--- config.mk ---
export PLATFORM = sky130hd
export DESIGN_NAME = stgr_ctrl
export DESIGN_NICKNAME = d
export VERILOG_FILES = /design/src/rtl/stgr_pkg.sv /design/src/rtl/stgr_ctrl.sv
export SDC_FILE = /design/constraint.sdc
export NUM_CORES = 1
export LEC_CHECK = 0
export BUFFER_PORTS_ARGS = -buffer_cell sky130_fd_sc_hd__buf_2
export CORE_AREA = 2 2 39 41
export CTS_CLUSTER_DIAMETER = 40
export DETAILED_ROUTE_END_ITERATION = 10
export DIE_AREA = 0 0 41 43
export PLACE_DENSITY = 0.74
export SLEW_MARGIN = 15
export SYNTH_ARGS = -nofsm -noshare
export SYNTH_HDL_FRONTEND = slang
export SYNTH_SLANG_ARGS = --single-unit
--- constraint.sdc ---
create_clock -name aclk -period 1.35 [get_ports aclk]
set_clock_uncertainty 0.1 [all_clocks]
set_input_delay 0.27 -clock aclk [delete_from_list [all_inputs] [get_ports aclk]]
set_output_delay 0.27 -clock aclk [all_outputs]
set_load 0.1 [all_outputs]
--- src/rtl/stgr_pkg.sv ---
// ----------------------------------------------------------------------------
// stgr_pkg
// Shared types, constants and helpers of the scaled glyph rasterizer.
// ----------------------------------------------------------------------------
`default_nettype none

package stgr_pkg;

    // Screen and font defaults
    localparam int ScreenWDefault    = 240;
    localparam int ScreenHDefault    = 320;
    localparam int MaxGlyphColsDflt  = 8;
    localparam int GlyphCount        = 96;
    localparam int StoreDepth        = GlyphCount * 8;
    localparam int StoreAddrW        = $clog2(StoreDepth);

    // Character codes
    localparam logic [7:0] FirstCode   = 8'd32;
    localparam logic [7:0] LastCode    = 8'd127;
    localparam logic [7:0] NewlineCode = 8'd10;

    // Opcodes
    localparam logic [1:0] OpLoad  = 2'd0;
    localparam logic [1:0] OpBegin = 2'd1;
    localparam logic [1:0] OpChar  = 2'd2;

    // Configuration register indexes
    localparam logic [3:0] CfgGlyphWidth  = 4'd0;
    localparam logic [3:0] CfgGlyphHeight = 4'd1;
    localparam logic [3:0] CfgScale       = 4'd2;
    localparam logic [3:0] CfgTextColor   = 4'd3;

    // Configuration reset values
    localparam logic [3:0]  GlyphWidthRst  = 4'd5;
    localparam logic [3:0]  GlyphHeightRst = 4'd7;
    localparam logic [3:0]  ScaleRst       = 4'd1;
    localparam logic [15:0] TextColorRst   = 16'hFFFF;

    localparam logic [10:0] CoordMax = 11'd1023;

    // Controller -> datapath commands
    typedef struct packed {
        logic load;       // write font byte from input transaction
        logic start;      // begin string at origin
        logic item_ld;    // capture character code
        logic newline;    // return to line start, move down
        logic wrap;       // wrap before glyph if past right edge
        logic stop;       // mark string stopped
        logic glyph_ld;   // load glyph base address, clear column
        logic col_inc;    // next glyph column
        logic rd;         // read font column
        logic mask_ld;    // capture column bits
        logic take;       // move lowest set bit into pending block
        logic push;       // pending block to output register
        logic push_last;  // pushed block closes the character
        logic adv;        // advance cursor by one cell
    } stgr_cmd_t;

    // Datapath -> controller status
    typedef struct packed {
        logic stopped;
        logic is_newline;
        logic wrap_hit;
        logic bottom_hit;
        logic glyph_ok;
        logic mask_zero;
        logic col_last;
        logic pend_valid;
        logic out_free;
    } stgr_stat_t;

    function automatic logic [9:0] sat_coord(input logic [10:0] v);
        return (v > CoordMax) ? CoordMax[9:0] : v[9:0];
    endfunction

endpackage

`default_nettype wire

--- src/rtl/stgr_ctrl.sv ---
// ----------------------------------------------------------------------------
// stgr_ctrl
// Sequencer of the glyph rasterizer: decodes items and walks glyph columns.
// ----------------------------------------------------------------------------
`default_nettype none

module stgr_ctrl
    import stgr_pkg::*;
(
    input  wire logic       aclk,
    input  wire logic       aresetn,
    input  wire logic       in_valid,
    input  wire logic [1:0] in_op,
    output logic            in_ready,
    input  wire stgr_stat_t stat,
    output stgr_cmd_t       cmd
);

    localparam logic [2:0] StIdle   = 3'd0;
    localparam logic [2:0] StChar   = 3'd1;
    localparam logic [2:0] StBottom = 3'd2;
    localparam logic [2:0] StRead   = 3'd3;
    localparam logic [2:0] StLoad   = 3'd4;
    localparam logic [2:0] StScan   = 3'd5;
    localparam logic [2:0] StFlush  = 3'd6;

    logic [2:0] state_reg, state_next;
    logic       accept;

    // no transaction is taken while reset is held
    assign in_ready = aresetn && (state_reg == StIdle);
    assign accept   = in_valid && in_ready;

    // State register
    always_ff @(posedge aclk) begin
        if (!aresetn) begin
            state_reg <= StIdle;
        end else begin
            state_reg <= state_next;
        end
    end

    // Next state and commands
    always_comb begin
        state_next = state_reg;
        cmd        = '0;
        unique case (state_reg)
            StIdle: begin
                if (accept) begin
                    cmd.load    = (in_op == OpLoad);
                    cmd.start   = (in_op == OpBegin);
                    cmd.item_ld = 1'b1;
                    if (in_op == OpChar && !stat.stopped) begin
                        state_next = StChar;
                    end
                end
            end
            StChar: begin
                if (stat.is_newline) begin
                    cmd.newline = 1'b1;
                    state_next  = StIdle;
                end else begin
                    cmd.wrap   = stat.wrap_hit;
                    state_next = StBottom;
                end
            end
            StBottom: begin
                if (stat.bottom_hit) begin
                    cmd.stop   = 1'b1;
                    state_next = StIdle;
                end else if (stat.glyph_ok) begin
                    cmd.glyph_ld = 1'b1;
                    state_next   = StRead;
                end else begin
                    cmd.adv    = 1'b1;
                    state_next = StIdle;
                end
            end
            StRead: begin
                cmd.rd     = 1'b1;
                state_next = StLoad;
            end
            StLoad: begin
                cmd.mask_ld = 1'b1;
                state_next  = StScan;
            end
            StScan: begin
                if (!stat.mask_zero) begin
                    // a pending block must leave before the next one takes its place
                    if (!stat.pend_valid || stat.out_free) begin
                        cmd.take = 1'b1;
                        cmd.push = stat.pend_valid;
                    end
                end else if (stat.col_last) begin
                    state_next = StFlush;
                end else begin
                    cmd.col_inc = 1'b1;
                    state_next  = StRead;
                end
            end
            StFlush: begin
                if (!stat.pend_valid) begin
                    cmd.adv    = 1'b1;
                    state_next = StIdle;
                end else if (stat.out_free) begin
                    cmd.push      = 1'b1;
                    cmd.push_last = 1'b1;
                    cmd.adv       = 1'b1;
                    state_next    = StIdle;
                end
            end
            default: begin
                state_next = StIdle;
            end
        endcase
    end

endmodule

`default_nettype wire

==> results.md, run 1 <==
Finish:
- The final layout contains about 130 nets.
- The finished layout holds 127 standard cells, fillers aside.
- 0 antenna diodes ended up in the layout.
- The filler cells instantiated in the layout total 62.
- From synthesis to final layout, the design area changed by 218%.
- Of the cells placed in the final design, the portion with a size suffix greater than 1 is 0.820.
- The register with the most flip-flops in the layout has 3 of them.
- The final design utilization is 0.894.

CTS:
- The clock-pin slew on the worst setup and hold paths is around 0.040 ns.
- The maximum clock insertion buffer count is 2.
- CTS built an H-tree with a depth of 1.
- The clock sink count is 3.
- The later pin in the worst-skew pair is clocked with a latency of about 0.25 ns.
- The clock tree root driver cell is sky130_fd_sc_hd__clkbuf_4.
- TritonCTS built the clock tree.
- The TritonCTS buffer count is 3.

Drt:
- The wire length reported by the detailed router is about 2500 um.
- The total via count in the routed design is 738.
- Using the TritonRoute via totals, the vias-per-cell ratio works out to about 5.8.
- The first-iteration detailed-routing DRC count is 15.
- The detail route stage leaves a number of antenna-violating nets equal to 0.
- The count of TritonRoute iterations in the first routing pass is 5.
- The number of remaining DRC errors is 0.
- The routed wire length per instance is 19.5 um.

Worst setup path:
- The setup slack on the worst flop-to-flop path is -0.25 ns.
- STA classifies the critical path startpoint as a register.
- The critical path in this run is classified as reg -> out.
- The maximum fanout along the worst path is 5.
- Data on the critical path arrives at its endpoint at 1.50 ns.
- At the worst endpoint, the required time is slightly below 1 ns.
- In this design, the stage delay of the slowest critical-path cell is approximately 0.35 ns.
- The nature of the critical path endpoint is an output port.
- The standard cell with the maximum stage delay on the critical path is sky130_fd_sc_hd__dfxtp_4.
- The critical path goes through buf_4, buf_6, nor2_4, nand4b_1, clkinvlp_4, buf_12.

Yosys:
- Ranked by total cell area, the synthesized netlist is headed by sky130_fd_sc_hd__dfxtp_1 (15%), sky130_fd_sc_hd__nor3b_1 (7.7%), sky130_fd_sc_hd__nand2b_1 (6.4%).
- The dominant combinational cell family by area after synthesis is simple AND/OR/NAND/NOR gates.
- The net count of the mapped netlist is slightly below 70.
- Of the total synthesized cell area, the portion taken by AND, OR, NAND and NOR gates is 0.540.
- The count of cell types in the netlist is 28.
- The synthesized design spends more area on one cell type than any other, namely sky130_fd_sc_hd__dfxtp_1.
- The register bit count reported by yosys is 3.
- For this run, the register share of the synthesized area comes to 0.154.
- In this run the mean area of a mapped cell was between 7 and 8 um^2.
- After synthesis, the share of cell area in mux cells is 0.
- Of the post-synthesis cell area, the dominant cell type holds 0.154.
- The cell count after synthesis came out at 54.
- Of the total synthesized cell area, the portion taken by full adders, half adders and majority gates is 0.
- The xor/xnor share of the synthesized area is 0.
- The synthesized-area fraction occupied by ao, oa, aoi and oai cells is 0.209.
- The number of warnings printed during yosys synthesis is 0.
- The synthesized area is about 400 um^2.

Placed design:
- The congestion estimate from routability-driven global placement came to 0.875.
- The worst slack at placement is -0.277 ns.
- The placed cell count is around 110.
- Detailed placement finished with a half-perimeter wire length of between 1000 and 1500 um.
- The number of I/O port buffers is 28.

Die:
- The standard-cell row count is 14.
- The floorplan step set the die width to about 40 um.
- The overall die area is roughly 1800 um^2.
- The initial cell density of the core is 0.281.
- Pin placement for this block handled 29 I/O pins.
- In this run the vertical extent of the chip is about 43 um.
- The placeable core area is 1380 um^2.

Power and ir drop:
- IR analysis of the VDD net gives a maximum drop of around 480 uV.
- For this design the ratio of total power to cell area is just under 400 nW/um^2.
- The cell leakage power is ~0.00048 uW.
- The overall power consumption is slightly below 500 uW.

STA:
- Setup violations remaining at the end of the flow were counted as 18.
- At the pin with the least slew margin, the transition time is around 0.63 ns.
- The highest clock rate is approximately 530 MHz.
- The final period utilization is 1.39.
- The count of final hold-check violations is 0.
- The final max-slew violation count is 0.
- The setup TNS after final layout is -6.53 ns.
- After layout, the minimum clock period comes to 1.87 ns.
- The relative slew slack is 0.572.
- Setup repair after global routing could not meet its margin everywhere.
- The smallest setup slack after layout is -0.523 ns.

Global route:
- The number of global-route vias before repair is ~660.
- The total overflow left after global routing is 0.
- The first global-routing pass estimated 2950 um of wire.
- The initial antenna violation count is 0.
- The pin count of the biggest net entering global routing is 8.
- For this run, the total global-route usage over all layers was measured as 0.252.

Flow run:
- Max-cap violations in this run came to 0.

Run status:
- The checks that failed: setup timing.
- The flow ran to the end, but the final reports show violations.

Worst hold path:
- The min-delay analysis places its worst path in the category in -> reg.
-- cells in the final DEF, fill, tap and decap left out, drive strengths merged, types with 2 or more instances in the layout --
master,instances
clkbuf,4
nand2b,4
nand3,2
nor4,2
nor3,2
inv,3
nor3b,4
dfxtp,3
and3,2
a21oi,4
nor2,6
buf,56
or2b,2
-- critical path: cells and delay by family (launching register included) --
| kind | cells | cell delay, ns |
|---|---|---|
| buffers and inverters | 4 | 0.59 |
| flip-flops | 1 | 0.35 |
| AND/OR/NAND/NOR | 2 | 0.31 |
-- logic make-up after synthesis --
kind of cell | after synthesis
compound gates | 12
flops | 3
buf+inv | 7
simple gates | 32
-- through the flow --
stage / hold WS [ns] / cell area, um^2
3_3_place_gp: 0.518 / 1010
5_1_grt: 0.295 / 1240
6_report: 0.298 / 1240
3_5_place_dp: 0.523 / 1010
2_1_floorplan: 0.298 / 551
4_1_cts: 0.279 / 1200
-- path summary, 6_finish.rpt --
path                                    from      endpoint  depth (start not counted)
worst max-delay path            state_reg[0]        cmd[7]                          6
worst min-delay path                 aresetn  state_reg[2]                          3
worst max register to register  state_reg[0]  state_reg[1]                          4
worst min register to register  state_reg[1]  state_reg[1]                          3
-- synth_stat cells (all sizes together) --
library cell	count
nor4	2
o31a	1
a21bo	1
dfxtp	3
or3b	1
a31oi	1
nor4b	1
a21o	1
nor4bb	1
nor3	2
or2b	2
o21ai	1
nand2b	4
a211oi	1
o221ai	1
or3	1
nand3	2
nand3b	1
inv	4
nand2	1
nor2	6
and3	2
buf	3
o21bai	1
a21oi	4
nor3b	4
nand4b	1
or4bb	1
-- where the power goes --
part / internal (uW) / leakage [uW] / switching [uW]
sequential: 87.5 / 0.0000263 / 2.34
combinational: 97.1 / 0.000440 / 127
clock: 112 / 0.0000150 / 60.6
total: 296 / 0.000482 / 190
-- final cells by class --
cell class	instances	area (um^2)	share of cell area
timing repair buffer	56	603	0.487
multi-input combinational	44	498	0.402
sequential	3	68.8	0.0556
clock buffer	4	26.3	0.0212
inverter	4	21.3	0.0172
tap	16	20.0	0.0162
-- routing by layer --
metal,vias to the layer above,track usage,share of wire
li1,313,-,-
met1,352,0.287,0.34
met2,59,0.438,0.51
met3,14,0.0366,0.10
met4,0,0.100,0.040
met5,-,0,0
-- timing repair --
item	4_1_cts	5_1_grt
resized for setup	24	7
setup endpoints to repair	16	18
cloned	1	0
pin swaps	9	12
buffers inserted	9	3
hold buffers	0	0
No activity file was read; power rests on OpenSTA's default activity.
==> run 2: changes to the inputs <==
Settings changed: SKIP_LAST_GASP set to 1.
==> run 2 against run 1 <==
  * The run still ends with setup timing left
  * Sequential share of layout area is 0.051 points higher
  * Fmax fell by 2.2%
  * Sequential power decreased by 0.4%
  * Setup slack lost 0.043 ns
  * Final cell count stayed put
  * Highest routed layer unchanged
==> results.md, run 2 (synthesis gave the netlist of run 1 again) <==
Worst setup path:
- The critical path goes through buf_4, buf_6, nor2_4, nand4b_1, clkinvlp_4, buf_12.
- The maximum fanout along the worst path came to 5 (unchanged).
- The delay of the slowest critical-path stage is 0.35 ns (about the same).
- The family with the most delay on the worst path is buffers and inverters.
- The count of buffer and inverter cells on the critical path is 4 (unchanged).
- The nature of the critical path endpoint is an output port.
- The data arrival at the endpoint of the critical path is 1.55 ns (+0.05 ns).
- The nature of the critical path startpoint is a register.
- On the critical path, the stage with the largest delay is an instance of sky130_fd_sc_hd__dfxtp_4.
- The critical path class is reg -> out.
- The critical path data required time is 0.98 ns (about the same).

Finish:
- The area growth from synthesis to layout is 215%.
- The multi-input combinational cell area is 498 um^2 (unchanged).
- The antenna diode instance count came to 0 (unchanged).
- The top cell types in the final layout, fill and taps aside, are sky130_fd_sc_hd__buf_4 (22), sky130_fd_sc_hd__buf_12 (15), sky130_fd_sc_hd__buf_2 (14).
- The final design utilization is 0.886 (-0.00814).
- The register area was 68.8 um^2 (unchanged).
- The number of filler instances in the final layout is 57 (-8.1%).
- The total number of nets in the final design came to 126 (unchanged).
- The non-filler instance count after layout is 127 (unchanged).
- The share of cells above drive strength 1 was 0.820 (unchanged).
- The most common cell after layout, fill and taps aside is sky130_fd_sc_hd__buf_4.
- The flip-flop count of the largest register after layout is 3 (unchanged).

CTS:
- The clock tree root driver cell is sky130_fd_sc_hd__clkbuf_4.
- The CTS tree is built.
- The maximum clock insertion buffer count came to 2 (unchanged).
- The H-tree depth is 1 (unchanged).
- The later-pin clock latency in the skew report was 0.25 ns (about the same).
- The clock-pin slew on the worst setup and hold paths is 0.04 ns (about the same).
- The TritonCTS buffer count came to 3 (unchanged).
- The clock sink count is 3 (unchanged).

Drt:
- The first-iteration detailed-routing DRC count is 18 (+3).
- The remaining antenna violation count was 0 (unchanged).
- The count of TritonRoute iterations in the first routing pass was 4 (-1).
- The number of remaining DRC errors is 0 (unchanged).
- The vias per cell came to 5.49 (-5.6%).
- The wire length reported by the detailed router is 2250 um (-9.1%).
- The total via count in the routed design is 697 (-5.6%).
- The routed wire length per instance is 17.7 um (-9.1%).

Run status:
- The run finished, with violations left.
- The checks that failed: setup timing.

STA:
- The final period utilization is 1.42 (+0.0316).
- The highest clock rate is 522 MHz (-2.2%).
- The setup violation total in the final timing report is 18 (unchanged).
- The final max-slew violation count was 0 (unchanged).
- The relative slew slack is 0.682 (+0.110).
- The slew at the pin closest to its max-slew limit is 0.471 ns (-0.163 ns).
- The minimum clock period after layout is 1.92 ns (+0.0427 ns).
- Setup repair after global routing could not meet its margin everywhere.
- The count of final hold-check violations is 0 (unchanged).
- The hold slack came to 0.283 ns (-0.0143 ns).
- The smallest setup slack after layout is -0.566 ns (-0.0427 ns).

Die:
- The horizontal die dimension is 41 um (unchanged).
- The number of top-level pins is 29 (unchanged).
- The placeable core area is 1380 um^2 (unchanged).
- The initial cell density of the core is 0.281 (unchanged).
- The overall die area was 1760 um^2 (unchanged).
- The standard-cell row count is 14 (unchanged).
- The height of the chip is 43 um (unchanged).

Power and ir drop:
- The fraction of power consumed by the clock network is 0.357 (+0.003).
- The share of power burned in registers is 0.186 (about the same).
- The total power density per cell area is 392 nW/um^2 (about the same).
- The internal power of the cells came to 295 uW (-0.29%).
- The cell leakage power is 0.000478 uW (-0.88%).
- The switching power was 186 uW (-2.1%).
- The overall power consumption is 481 uW (-0.98%).
- The switching fraction of total power is 0.386 (-0.00426).
- The part of the total power dissipated in combinational logic is 0.457 (-0.004).
- The maximum resistive drop on vdd was 375 uV (-23%).

Flow run:
- The count of maximum capacitance violations is 0 (unchanged).

Global route:
- The number of global-route vias before repair is 663 (+0.76%).
- The pin count of the biggest net entering global routing is 8 (unchanged).
- The remaining global-route overflow was 0 (unchanged).
- The total routing usage reported by global routing is 0.249 (-0.00302).
- The initial antenna violation count is 0 (unchanged).
- The wire length of the first global-routing pass is 2920 um (-1.2%).

Placed design:
- The number of I/O port buffers was 28 (unchanged).
- The placer congestion estimate came to 0.875 (unchanged).
- The worst slack at placement is -0.277 ns (unchanged).
- The placed wire-length estimate after detailed placement came to 1190 um (unchanged).
- The placed cell count was 111 (unchanged).

Worst hold path:
- The tightest min-delay check is of the in -> reg type.
==> run 2: cell counts in the layout (fill, tap and decap cells not counted) <==
No cell type changed its count.
==> run 2: layer usage <==
| layer | share of wire | global-route usage |
|---|---|---|
| met1 | 0.38 | 0.277 |
| met2 | 0.54 | 0.438 |
| met3 | 0.041 | 0.0366 |
| met4 | 0.040 | 0.100 |
| met5 | 0 | 0 |
==> run 2: final cells by class <==
| class | count | share of cell area |
|---|---|---|
| Clock buffer | 4 | 0.0214 |
| Inverter | 4 | 0.0173 |
| Multi-Input combinational cell | 44 | 0.406 |
| Sequential cell | 3 | 0.0561 |
| Tap cell | 16 | 0.0163 |
| Timing Repair Buffer | 56 | 0.483 |
==> run 2: repair_timing <==
action                                 4_1_cts  5_1_grt
endpoints found under the hold margin        0        0
gates cloned                                 1        0
gates resized for setup                     21        7
buffers inserted                             9        3
hold buffers                                 0        0
setup endpoints to repair                   16       18
pin swaps                                    9       12
==> run 2: path summary, 6_finish.rpt <==
path	start	to	slack, ns	cells after the start
setup / recovery	state_reg[0]	cmd[7]	-0.57	6
hold / removal	stat[8]	state_reg[0]	0.28	4
setup reg to reg	state_reg[0]	state_reg[1]	-0.22	7
hold reg to reg	state_reg[1]	state_reg[1]	0.66	3
==> run 2: power groups by stage <==
stage	combinational (uW)	sequential (uW)	clock, uW
2_1_floorplan	103	92.5	0
3_3_place_gp	191	93.5	0
3_5_place_dp	194	93.7	0
4_1_cts	210	91.0	175
5_1_grt	227	89.5	172
6_report	220	89.4	172
==> run 2: stage by stage <==
step	cell area (um^2)	setup TNS [ns]
after floorplan	551	-6.67
after global placement	1010	-2.20
after detailed placement	1010	-2.71
after CTS	1190	-5.96
after global routing	1230	-6.97
final	1230	-6.45
==> run 2: worst register-to-register path: cells and delay by family (launching register included) <==
kind	cells	cell delay (ns)
buffers and inverters	4	0.59
and+or+nand+nor	2	0.33
DFF	1	0.35
AOI/OAI and AO/OA	1	0.12
==> run 3: changes to the inputs <==
Settings changed: CTS_BUF_LIST set to sky130_fd_sc_hd__clkbuf_8, SKIP_LAST_GASP 1 to not set.
==> run 3 against run 2 <==
  * The run still ends with setup timing left
  * Die area is the same
  * Power up 26%
  * Combinational power increased by 9.5%
  * Cell area is 8.8% higher
  * Flip-flop and latch count did not move
  * Clock power up 59%
  * First-iteration DRC count stayed put
  * Sequential share of layout area decreased by 0.45 points
  * Via count rose by 7.3%
  * Count of clock-buffer cells in the layout down 1
  * Largest cell class unchanged
  * Largest power group is now the clock network
==> results.md, run 3 (synthesis gave the netlist of run 1 again) <==
Run status:
- The run finished, with violations left.
- The final reports fail on setup timing.

STA:
- The highest clock rate is 535 MHz (+2.6%).
- The final period utilization is 1.38 (-0.0353).
- The final max-slew violation count came to 0 (unchanged).
- The slew at the pin closest to its max-slew limit was 0.582 ns (+0.112 ns).
- The setup violation total in the final timing report was 17 (-1).
- The smallest setup slack after layout is -0.518 ns (+0.0477 ns).
- Setup repair after global routing could not meet its margin everywhere.
- The hold slack is 0.325 ns (+0.0421 ns).
- The minimum clock period after layout is 1.87 ns (-0.0477 ns).
- The relative slew slack was 0.606 (-0.0758).
- The count of final hold-check violations was 0 (unchanged).

Worst setup path:
- The worst setup path is captured at an output port.
- The critical path is of the reg -> out type.
- The maximum fanout along the worst path came to 5 (unchanged).
- The data arrival at the endpoint of the critical path was 1.50 ns (-0.05 ns).
- The critical path data required time is 0.98 ns (about the same).
- The nature of the critical path startpoint is a register.
- The cell depth of the worst flop-to-flop path was 6 (-1).

Die:
- The standard-cell row count is 14 (unchanged).
- The number of top-level pins is 29 (unchanged).
- The initial cell density of the core is 0.281 (unchanged).
- The overall die area was 1760 um^2 (unchanged).
- The horizontal die dimension is 41 um (unchanged).
- The placeable core area came to 1380 um^2 (unchanged).
- The height of the chip was 43 um (unchanged).

Placed design:
- The placed cell count is 111 (unchanged).
- The placer congestion estimate is 0.875 (unchanged).
- The number of I/O port buffers is 28 (unchanged).
- The placed wire-length estimate after detailed placement is 1190 um (unchanged).
- The worst slack at placement is -0.277 ns (unchanged).

Drt:
- The number of remaining DRC errors was 0 (unchanged).
- The wire length reported by the detailed router is 3020 um (+34%).
- The total via count in the routed design is 748 (+7.3%).
- The routed wire length per instance is 23.4 um (+32%).
- The remaining antenna violation count is 0 (unchanged).
- The count of TritonRoute iterations in the first routing pass is 4 (unchanged).
- The vias per cell is 5.80 (+5.7%).
- The first-iteration detailed-routing DRC count was 18 (unchanged).

CTS:
- The CTS tree is built.
- The later-pin clock latency in the skew report came to 0.23 ns (-0.02 ns).
- The H-tree depth is 1 (unchanged).
- The TritonCTS buffer count came to 3 (unchanged).
- The maximum clock insertion buffer count was 2 (unchanged).
- The clock sink count is 3 (unchanged).
- The clock-pin slew on the worst setup and hold paths is 0.03 ns (about the same).
- The clock tree root driver cell is sky130_fd_sc_hd__clkbuf_8.
- The number of buffers inserted by hold repair at cts came to 0 (unchanged).

Finish:
- The final design utilization is 0.964 (+0.0778).
- The area growth from synthesis to layout is 243%.
- The antenna diode instance count is 0 (unchanged).
- The most common cell after layout, fill and taps aside is sky130_fd_sc_hd__buf_4.
- The total number of nets in the final design is 128 (+1.6%).
- The top cell types in the final layout, fill and taps aside, are sky130_fd_sc_hd__buf_4 (19), sky130_fd_sc_hd__buf_12 (15), sky130_fd_sc_hd__buf_2 (14).
- The non-filler instance count after layout is 129 (+1.6%).
- The share of cells above drive strength 1 was 0.850 (+0.0297).
- The flip-flop count of the largest register after layout is 3 (unchanged).

Global route:
- The initial antenna violation count is 0 (unchanged).
- The total routing usage reported by global routing is 0.294 (+0.0449).
- The remaining global-route overflow was 0 (unchanged).
- The number of global-route vias before repair came to 744 (+12%).
- The wire length of the first global-routing pass came to 3450 um (+18%).
- The pin count of the biggest net entering global routing is 8 (unchanged).

Power and ir drop:
- The total power density per cell area came to 453 nW/um^2 (+15%).
- The cell leakage power came to 0.000513 uW (+7.4%).
- The overall power consumption is 604 uW (+26%).
- The maximum resistive drop on vdd is 511 uV (+36%).

Worst hold path:
- The hold path depth is 4 (unchanged).
- The worst hold path class is in -> reg.

Flow run:
- The count of maximum capacitance violations came to 0 (unchanged).
[run 3: changes by cell type in the layout (fill, tap and decap cells not counted), sizes merged]
cell,before,now
buf,56,58
clkbuf,4,3
inv,3,4
[run 3: repair_timing]
action / in CTS / in global routing
gates resized for setup: 24 / 19
endpoints found under the setup margin: 16 / 18
cloned: 1 / 0
pin swaps: 8 / 12
buffers inserted: 9 / 8
[run 3: final cells by class]
cell class              instances  area, um^2
fillers                        29        50.0
multi-input cells              44         544
flip-flops and latches          3        68.8
inverters                       4        26.3
clock buffers                   3        41.3
well taps                      16        20.0
clock inverters                 1        3.75
repair buffers                 58         629
[run 3: report_power, final]
group / total, uW / leakage [uW] / switching, uW / internal [uW]
registers: 90.0 / 0.0000263 / 2.41 / 87.6
logic: 241 / 0.000460 / 138 / 103
clock network: 274 / 0.0000269 / 78.3 / 195
total: 604 / 0.000513 / 219 / 386
[run 3: stage by stage]
stage / TNS [ns] / cell area [um^2]
after floorplan: -6.67 / 551
after global placement: -2.20 / 1010
after detailed placement: -2.71 / 1010
after CTS: -5.52 / 1210
after global routing: -6.87 / 1330
final: -6.33 / 1330
[run 3: final timing paths]
| check | endpoint | from | slack [ns] |
|---|---|---|---|
| worst min-delay path | state_reg[0] | stat[8] | 0.33 |
| worst max-delay path | cmd[12] | state_reg[0] | -0.52 |
| worst min register to register | state_reg[0] | state_reg[0] | 0.75 |
| worst max register to register | state_reg[1] | state_reg[0] | -0.19 |
[run 3: critical path, cell delays in order (launching register included)]
cell and delay (ns):
sky130_fd_sc_hd__dfxtp_4 0.35, sky130_fd_sc_hd__or3_4 0.41, sky130_fd_sc_hd__nor4_4 0.29, sky130_fd_sc_hd__buf_12 0.22
[run 3: per-layer routing]
layer	global-route usage	vias to the layer above	routed length, um
li1	-	322	-
met1	0.331	353	1090
met2	0.500	59	1630
met3	0.0524	14	170
met4	0.133	0	127
met5	0	-	0
